## src/pps_pkg.sv

```systemverilog
// shared types and constants for the preemptive priority scheduler
`timescale 1ns / 1ps

package pps_pkg;

  localparam int SLOTS  = 16;
  localparam int SLOT_W = $clog2(SLOTS);
  localparam int CNT_W  = $clog2(SLOTS + 1);

  localparam int ARR_W  = 16;
  localparam int REM_W  = 16;
  localparam int URG_W  = 8;
  localparam int TIME_W = 32;

  localparam int IN_DATA_W  = 48;
  localparam int OUT_DATA_W = 40;

  localparam logic OP_LOAD = 1'b0;
  localparam logic OP_TICK = 1'b1;

  typedef enum logic [1:0] {
    ST_IDLE,
    ST_SCAN,
    ST_FINISH
  } state_t;

  typedef struct packed {
    logic load_en;
    logic scan_start;
    logic scan_step;
    logic commit;
  } cmd_t;

  typedef struct packed {
    logic scan_last;
    logic out_busy;
  } status_t;

endpackage

```

## src/pps_ctrl.sv

```systemverilog
// controller state machine: load, scan and commit sequencing
`timescale 1ns / 1ps

module pps_ctrl (
  input  logic              clk,
  input  logic              rst,
  input  logic              s_tvalid,
  output logic              s_tready,
  input  logic              s_tuser,
  input  logic              m_tready,
  input  pps_pkg::status_t  status,
  output pps_pkg::cmd_t     cmd
);

  pps_pkg::state_t state;
  pps_pkg::state_t state_next;
  logic            can_commit;

  assign can_commit = !status.out_busy || m_tready;

  always_ff @(posedge clk) begin
    if (rst) begin
      state <= pps_pkg::ST_IDLE;
    end else begin
      state <= state_next;
    end
  end

  always_comb begin
    state_next = state;
    case (state)
      pps_pkg::ST_IDLE: begin
        if (s_tvalid && s_tuser == pps_pkg::OP_TICK) begin
          state_next = pps_pkg::ST_SCAN;
        end
      end
      pps_pkg::ST_SCAN: begin
        if (status.scan_last) begin
          state_next = pps_pkg::ST_FINISH;
        end
      end
      pps_pkg::ST_FINISH: begin
        if (can_commit) begin
          state_next = pps_pkg::ST_IDLE;
        end
      end
      default: begin
        state_next = pps_pkg::ST_IDLE;
      end
    endcase
  end

  always_comb begin
    s_tready       = 1'b0;
    cmd.load_en    = 1'b0;
    cmd.scan_start = 1'b0;
    cmd.scan_step  = 1'b0;
    cmd.commit     = 1'b0;
    case (state)
      pps_pkg::ST_IDLE: begin
        s_tready       = 1'b1;
        cmd.load_en    = s_tvalid && s_tuser == pps_pkg::OP_LOAD;
        cmd.scan_start = s_tvalid && s_tuser == pps_pkg::OP_TICK;
      end
      pps_pkg::ST_SCAN: begin
        cmd.scan_step = 1'b1;
      end
      pps_pkg::ST_FINISH: begin
        cmd.commit = can_commit;
      end
      default: begin
        s_tready = 1'b0;
      end
    endcase
  end

endmodule

```

## src/pps_dp.sv

```systemverilog
// datapath: slot table, sequential best-slot scan, clock and result register
`timescale 1ns / 1ps

module pps_dp (
  input  logic                               clk,
  input  logic                               rst,
  input  logic [pps_pkg::IN_DATA_W-1:0]      s_tdata,
  input  logic                               m_tready,
  output logic                               m_tvalid,
  output logic [pps_pkg::OUT_DATA_W-1:0]     m_tdata,
  output logic                               m_tuser,
  input  pps_pkg::cmd_t                      cmd,
  output pps_pkg::status_t                   status
);

  logic [pps_pkg::SLOTS-1:0]  slot_valid;
  logic [pps_pkg::ARR_W-1:0]  slot_arrival   [pps_pkg::SLOTS];
  logic [pps_pkg::REM_W-1:0]  slot_remaining [pps_pkg::SLOTS];
  logic [pps_pkg::URG_W-1:0]  slot_urgency   [pps_pkg::SLOTS];
  logic [pps_pkg::TIME_W-1:0] clock_time;

  logic [pps_pkg::SLOT_W-1:0] scan_idx;
  logic                       found;
  logic [pps_pkg::SLOT_W-1:0] best_idx;
  logic [pps_pkg::URG_W-1:0]  best_urg;
  logic [pps_pkg::ARR_W-1:0]  best_arr;
  logic [pps_pkg::REM_W-1:0]  best_rem;
  logic [pps_pkg::CNT_W-1:0]  live_cnt;

  logic [3:0]                 in_slot;
  logic [pps_pkg::ARR_W-1:0]  in_arrival;
  logic [pps_pkg::REM_W-1:0]  in_burst;
  logic [pps_pkg::URG_W-1:0]  in_urgency;
  logic                       in_range;
  logic [pps_pkg::SLOT_W-1:0] wr_idx;

  logic                       rd_valid;
  logic [pps_pkg::ARR_W-1:0]  rd_arr;
  logic [pps_pkg::REM_W-1:0]  rd_rem;
  logic [pps_pkg::URG_W-1:0]  rd_urg;
  logic                       rd_live;
  logic                       rd_ready;
  logic                       rd_better;

  logic [pps_pkg::TIME_W-1:0] clock_next;
  logic                       done_now;
  logic                       all_done;

  assign in_slot    = s_tdata[3:0];
  assign in_arrival = s_tdata[19:4];
  assign in_burst   = s_tdata[35:20];
  assign in_urgency = s_tdata[43:36];
  assign in_range   = 32'(in_slot) < pps_pkg::SLOTS;
  assign wr_idx     = pps_pkg::SLOT_W'(in_slot);

  assign rd_valid  = slot_valid[scan_idx];
  assign rd_arr    = slot_arrival[scan_idx];
  assign rd_rem    = slot_remaining[scan_idx];
  assign rd_urg    = slot_urgency[scan_idx];
  assign rd_live   = rd_valid && rd_rem != '0;
  assign rd_ready  = rd_live && pps_pkg::TIME_W'(rd_arr) <= clock_time;
  assign rd_better = !found || rd_urg < best_urg || (rd_urg == best_urg && rd_arr < best_arr);

  assign clock_next = (clock_time == '1) ? clock_time : clock_time + pps_pkg::TIME_W'(1);
  assign done_now   = found && best_rem == pps_pkg::REM_W'(1);
  assign all_done   = live_cnt == '0 || (live_cnt == pps_pkg::CNT_W'(1) && done_now);

  assign status.scan_last = scan_idx == pps_pkg::SLOT_W'(pps_pkg::SLOTS - 1);
  assign status.out_busy  = m_tvalid;

  always_ff @(posedge clk) begin
    if (rst) begin
      slot_valid <= '0;
      clock_time <= '0;
      m_tvalid   <= 1'b0;
    end else begin
      if (cmd.load_en && in_range) begin
        slot_valid[wr_idx] <= 1'b1;
      end
      if (cmd.commit) begin
        clock_time <= clock_next;
        m_tvalid   <= 1'b1;
      end else if (m_tready) begin
        m_tvalid <= 1'b0;
      end
    end
  end

  // slot table payload
  always_ff @(posedge clk) begin
    if (cmd.load_en && in_range) begin
      slot_arrival[wr_idx]   <= in_arrival;
      slot_remaining[wr_idx] <= in_burst;
      slot_urgency[wr_idx]   <= in_urgency;
    end else if (cmd.commit && found) begin
      slot_remaining[best_idx] <= best_rem - pps_pkg::REM_W'(1);
    end
  end

  // scan over slots, one per cycle
  always_ff @(posedge clk) begin
    if (rst) begin
      scan_idx <= '0;
      found    <= 1'b0;
      live_cnt <= '0;
    end else if (cmd.scan_start) begin
      scan_idx <= '0;
      found    <= 1'b0;
      live_cnt <= '0;
    end else if (cmd.scan_step) begin
      scan_idx <= scan_idx + pps_pkg::SLOT_W'(1);
      if (rd_live) begin
        live_cnt <= live_cnt + pps_pkg::CNT_W'(1);
      end
      if (rd_ready && rd_better) begin
        found <= 1'b1;
      end
    end
  end

  always_ff @(posedge clk) begin
    if (cmd.scan_step && rd_ready && rd_better) begin
      best_idx <= scan_idx;
      best_urg <= rd_urg;
      best_arr <= rd_arr;
      best_rem <= rd_rem;
    end
  end

  // result register
  always_ff @(posedge clk) begin
    if (cmd.commit) begin
      m_tdata[31:0]  <= clock_next;
      m_tdata[35:32] <= found ? 4'(best_idx) : 4'd0;
      m_tdata[36]    <= done_now;
      m_tdata[37]    <= all_done;
      m_tdata[39:38] <= 2'b00;
      m_tuser        <= !found;
    end
  end

endmodule

```

## src/preemptive_priority_scheduler_core.sv

```systemverilog
// top level of the preemptive priority scheduler
`timescale 1ns / 1ps
//
// input stream: a load beat (tuser low) writes one task slot with its arrival
// time, burst and urgency and marks it valid; a tick beat (tuser high) runs
// one time step. lower urgency wins, ties go to earlier arrival, then lower slot.
// a load gives no output beat. a tick scans the 16 slots, one slot per cycle
// through the slot table read port, then commits: the chosen slot loses one
// unit of work and time advances, saturating at its max. each tick gives
// exactly one output beat; the input is ready again in the cycle that beat
// first turns valid, so no new beat is taken while a tick is in progress,
// and loads run at one per cycle.
// the result sits in an output register, so loads and the next tick's scan
// go on while the receiver stalls; a tick only waits at its commit while the
// previous result has not been taken.
// reset clears all slot valid bits, the time and the output valid; the block
// is ready in the cycle after reset is released.
//

module preemptive_priority_scheduler_core (
  input  logic                               clk,
  input  logic                               rst,
  input  logic                               s_tvalid,
  output logic                               s_tready,
  // slot[3:0], arrival[19:4], burst[35:20], urgency[43:36], zero fill
  input  logic [pps_pkg::IN_DATA_W-1:0]      s_tdata,
  // operation
  input  logic                               s_tuser,
  output logic                               m_tvalid,
  input  logic                               m_tready,
  // time_now[31:0], chosen_slot[35:32], finished[36], all_done[37], zero fill
  output logic [pps_pkg::OUT_DATA_W-1:0]     m_tdata,
  // idle
  output logic                               m_tuser
);

  pps_pkg::cmd_t    cmd;
  pps_pkg::status_t status;

  pps_ctrl u_ctrl (
    .clk      (clk),
    .rst      (rst),
    .s_tvalid (s_tvalid),
    .s_tready (s_tready),
    .s_tuser  (s_tuser),
    .m_tready (m_tready),
    .status   (status),
    .cmd      (cmd)
  );

  pps_dp u_dp (
    .clk      (clk),
    .rst      (rst),
    .s_tdata  (s_tdata),
    .m_tready (m_tready),
    .m_tvalid (m_tvalid),
    .m_tdata  (m_tdata),
    .m_tuser  (m_tuser),
    .cmd      (cmd),
    .status   (status)
  );

endmodule
```

## config.mk

```make
export PLATFORM = sky130hd
export DESIGN_NAME = preemptive_priority_scheduler_core
export DESIGN_NICKNAME = d
export VERILOG_FILES = /design/src/pps_pkg.sv /design/src/pps_ctrl.sv /design/src/pps_dp.sv /design/src/preemptive_priority_scheduler_core.sv
export SDC_FILE = /design/constraint.sdc
export NUM_CORES = 1
export LEC_CHECK = 0
export BUFFER_PORTS_ARGS = -buffer_cell sky130_fd_sc_hd__buf_4
export CORE_MARGIN = 2
export CORE_UTILIZATION = 55
export DETAILED_ROUTE_END_ITERATION = 7
export PLACE_DENSITY = 0.7
export SLEW_MARGIN = 20
export SYNTH_ARGS = -nofsm -noshare
export SYNTH_HDL_FRONTEND = slang
export SYNTH_HIERARCHICAL = 1
export SYNTH_SLANG_ARGS = --single-unit
export TNS_END_PERCENT = 10
```

## constraint.sdc

```tcl
create_clock -name clk -period 12.88 [get_ports clk]
set_input_delay 0.644 -clock clk [delete_from_list [all_inputs] [get_ports clk]]
set_output_delay 0.644 -clock clk [all_outputs]
set_load 0.01 [all_outputs]
```

==> metrics.txt <==
fin crit period=between 5 and 6 ns; post-synthesis async set-or-reset flop share=0%; Routed WL=slightly below 70 mm; Final Hold Viols=0; Die Y=roughly 240 microns; Slew @ Worst Pin=1.14 ns; Rel. slew slack=about a quarter; initial antenna violation count=6; Synth area leader=edfxtp_1; Post-synth EDFFs=~720; Critical Path RT=13.13 ns; Num CTS Buffers=80; share of layout cells above drive strength 1=a little over a quarter; Nets=just under 2,000; 1st-iter DRT viols=between 1,000 and 1,500; Core Region=between 50,000 and 60,000 sq um; Total Power=~5.4 mW; WS Path Type=reg2reg; Worst EP arrival=around 6 ns; final setup vio count=0; H-tree levels=3; post-DP HPWL=between 30 and 40 mm; post_cts resized=0; Routed Antenna Nets=0; total global-route track usage=between 20% and 30%; GR Overflow Total=0; post-synthesis sequential area ratio=73.0%; post-synthesis register bit count=about 790; mean post-synth cell area=roughly 19 sq um; Clk pin slew, worst setup/hold paths=about 0.060 ns; upper clock frequency limit=roughly 0.17 GHz; non-filler cells, final=between 2,000 and 3,000; TritonRoute pass-1 iters=5; vias in the first global route=between 15,000 and 20,000; CTS tree=built; Die ar.=59,200 sq um; Final period util=between 40 and 50%; max-slew violation count=0; Avg Vias per Cell=slightly above 6; Worst-Skew Late Latency=0.63 ns; cell area after synthesis=approximately 32,000 sq um; Synth top area share=68.9%; Hold Path Class=in2reg; critical path launch point type=flip-flop; first-pass GRT wire length=~100 mm; Setup Total Neg Slack=0 ns; maximum vdd drop=about 0.13 mV; setup bufs post-CTS=0; CP max FO=96; placed instance count=2,514; port bufs=around 90; ranking of synthesized cells by area=edfxtp_1, mux4_2, dfxtp_1, ha_1, nor2_1; initial core utilization=about 56%; io pins=96; Cells after Synth=1,686; Pleak=between 10 and 15 nW; RSZ-0062 raised after global routing=false; Cell Rows=slightly below 90; worst-case clock buffer depth=3; Pwr Density=approximately 150 nW/um^2; Yosys Warn Count=6; # hold bufs at CTS=0; DRC=0; clk sinks=~800; top-count cell post-synth=edfxtp_1; Critical Path End Type=flip-flop; status=finished, final reports clean; GP Congestion=0.775; Synth top cells by count=edfxtp_1, mux4_2, nor2_1; root buffer cell=clkbuf_16; worst setup margin=slightly above 7 ns; Synth-to-Final Area Change=14.7%; Max Cap Violations=0; drt wl/cell=25.2 microns; DP Worst Slack=roughly 7 ns; pin count of the biggest net entering global routing=a little under 100; die width=between 200 and 250 microns; routed vias=16,200; Post-synth top flop=edfxtp_1; Final Skew=0.0298 ns; Unique masters post-synth=61
[final timing paths]
check                                   startpoint                        to  slack [ns]  depth (start not counted)
worst min-delay path                   s_tdata[42]  u_dp/slot_urgency[14][6]        0.31                          1
worst max-delay path                     flip-flop          u_dp/best_rem[3]        7.06                         11
worst max register to register           flip-flop          u_dp/best_rem[3]        7.06                         11
worst min register to register  u_dp/slot_valid[3]        u_dp/slot_valid[3]        0.47                          2
[cells by family after synthesis]
family,count (synthesis),synth area share [%]
xor+xnor,71,1.97
simple gates,341,5.30
buf+inv,132,1.83
flops,788,73.0
other cells,1,0.0119
fa+ha+maj,46,1.83
mux,193,13.6
compound gates,114,2.39
[metrics by stage]
step	util, %	hold WS (ns)	cell area (sq um)
3_3_place_gp	59.0	0.445	33300
3_5_place_dp	59.1	0.456	33400
5_1_grt	64.0	0.307	36100
2_1_floorplan	-	0.435	31500
6_report	64.0	0.309	36100
4_1_cts	63.9	0.282	36100
[worst max-delay path: stages (launching register included)]
cell	delay, ns
dfxtp_4	0.86
buf_12	0.67
mux4_2	0.62
mux4_2	0.60
ha_1	0.39
nand2_1	0.12
nand3_1	0.08
nor3_1	0.49
o221ai_1	0.23
or3_1	0.44
a311oi_4	0.29
buf_4	0.55
[state kept, by name, summed over array words and instances, names as in the netlist, 8 cells and up, named ones only]
name and flops:
u_dp/slot_arrival 256, u_dp/slot_remaining 256, u_dp/slot_urgency 128, u_dp/m_tdata 38, u_dp/clock_time 32, u_dp/best_arr 16, u_dp/best_rem 16, u_dp/slot_valid 16
u_dp/best_urg 8
[layout by cell type (no fill, tap or decap), types with 12 or more instances in the layout]
master and n:
bufinv_16 12, nand3_1 22, clkbuf_1 13, nor2_4 12, a22oi_1 32, o21ai_0 26, ha_1 46, clkbuf_16 83
mux4_2 189, edfxtp_1 723, a21oi_1 19, nand4_1 25, buf_4 147, xnor2_1 49, nor2_1 107, nor4_1 14
nor3_1 15, clkinv_1 17, xor2_1 22, nand2_1 77, dfxtp_1 62, clkinv_2 14, inv_1 53
[power breakdown]
part	leakage [nW]	internal, mW	switching [mW]
clock network	1.34	1.43	0.974
logic	3.27	0.0792	0.0973
registers	7.00	2.80	0.0106
[routing by layer]
| metal | track usage (%) | share of wire, % | up-vias |
|---|---|---|---|
| met5 | 0 | 0.058 | - |
| met1 | 32.9 | 41 | 8447 |
| li1 | - | - | 7047 |
| met3 | 4.09 | 6.9 | 97 |
| met2 | 37.4 | 50 | 553 |
| met4 | 6.62 | 2.1 | 6 |
[final cells by class]
type                       instances  area, sq um
antenna                            1         2.50
clock buffer                      97         2140
clock inverter                    52          602
fill                            3824        20300
inverter                          53          199
multi-input combinational        767         8070
sequential                       788        23000
tap                              756          946
timing repair buffer             150         1160
Power figures use the tool's default switching activity.
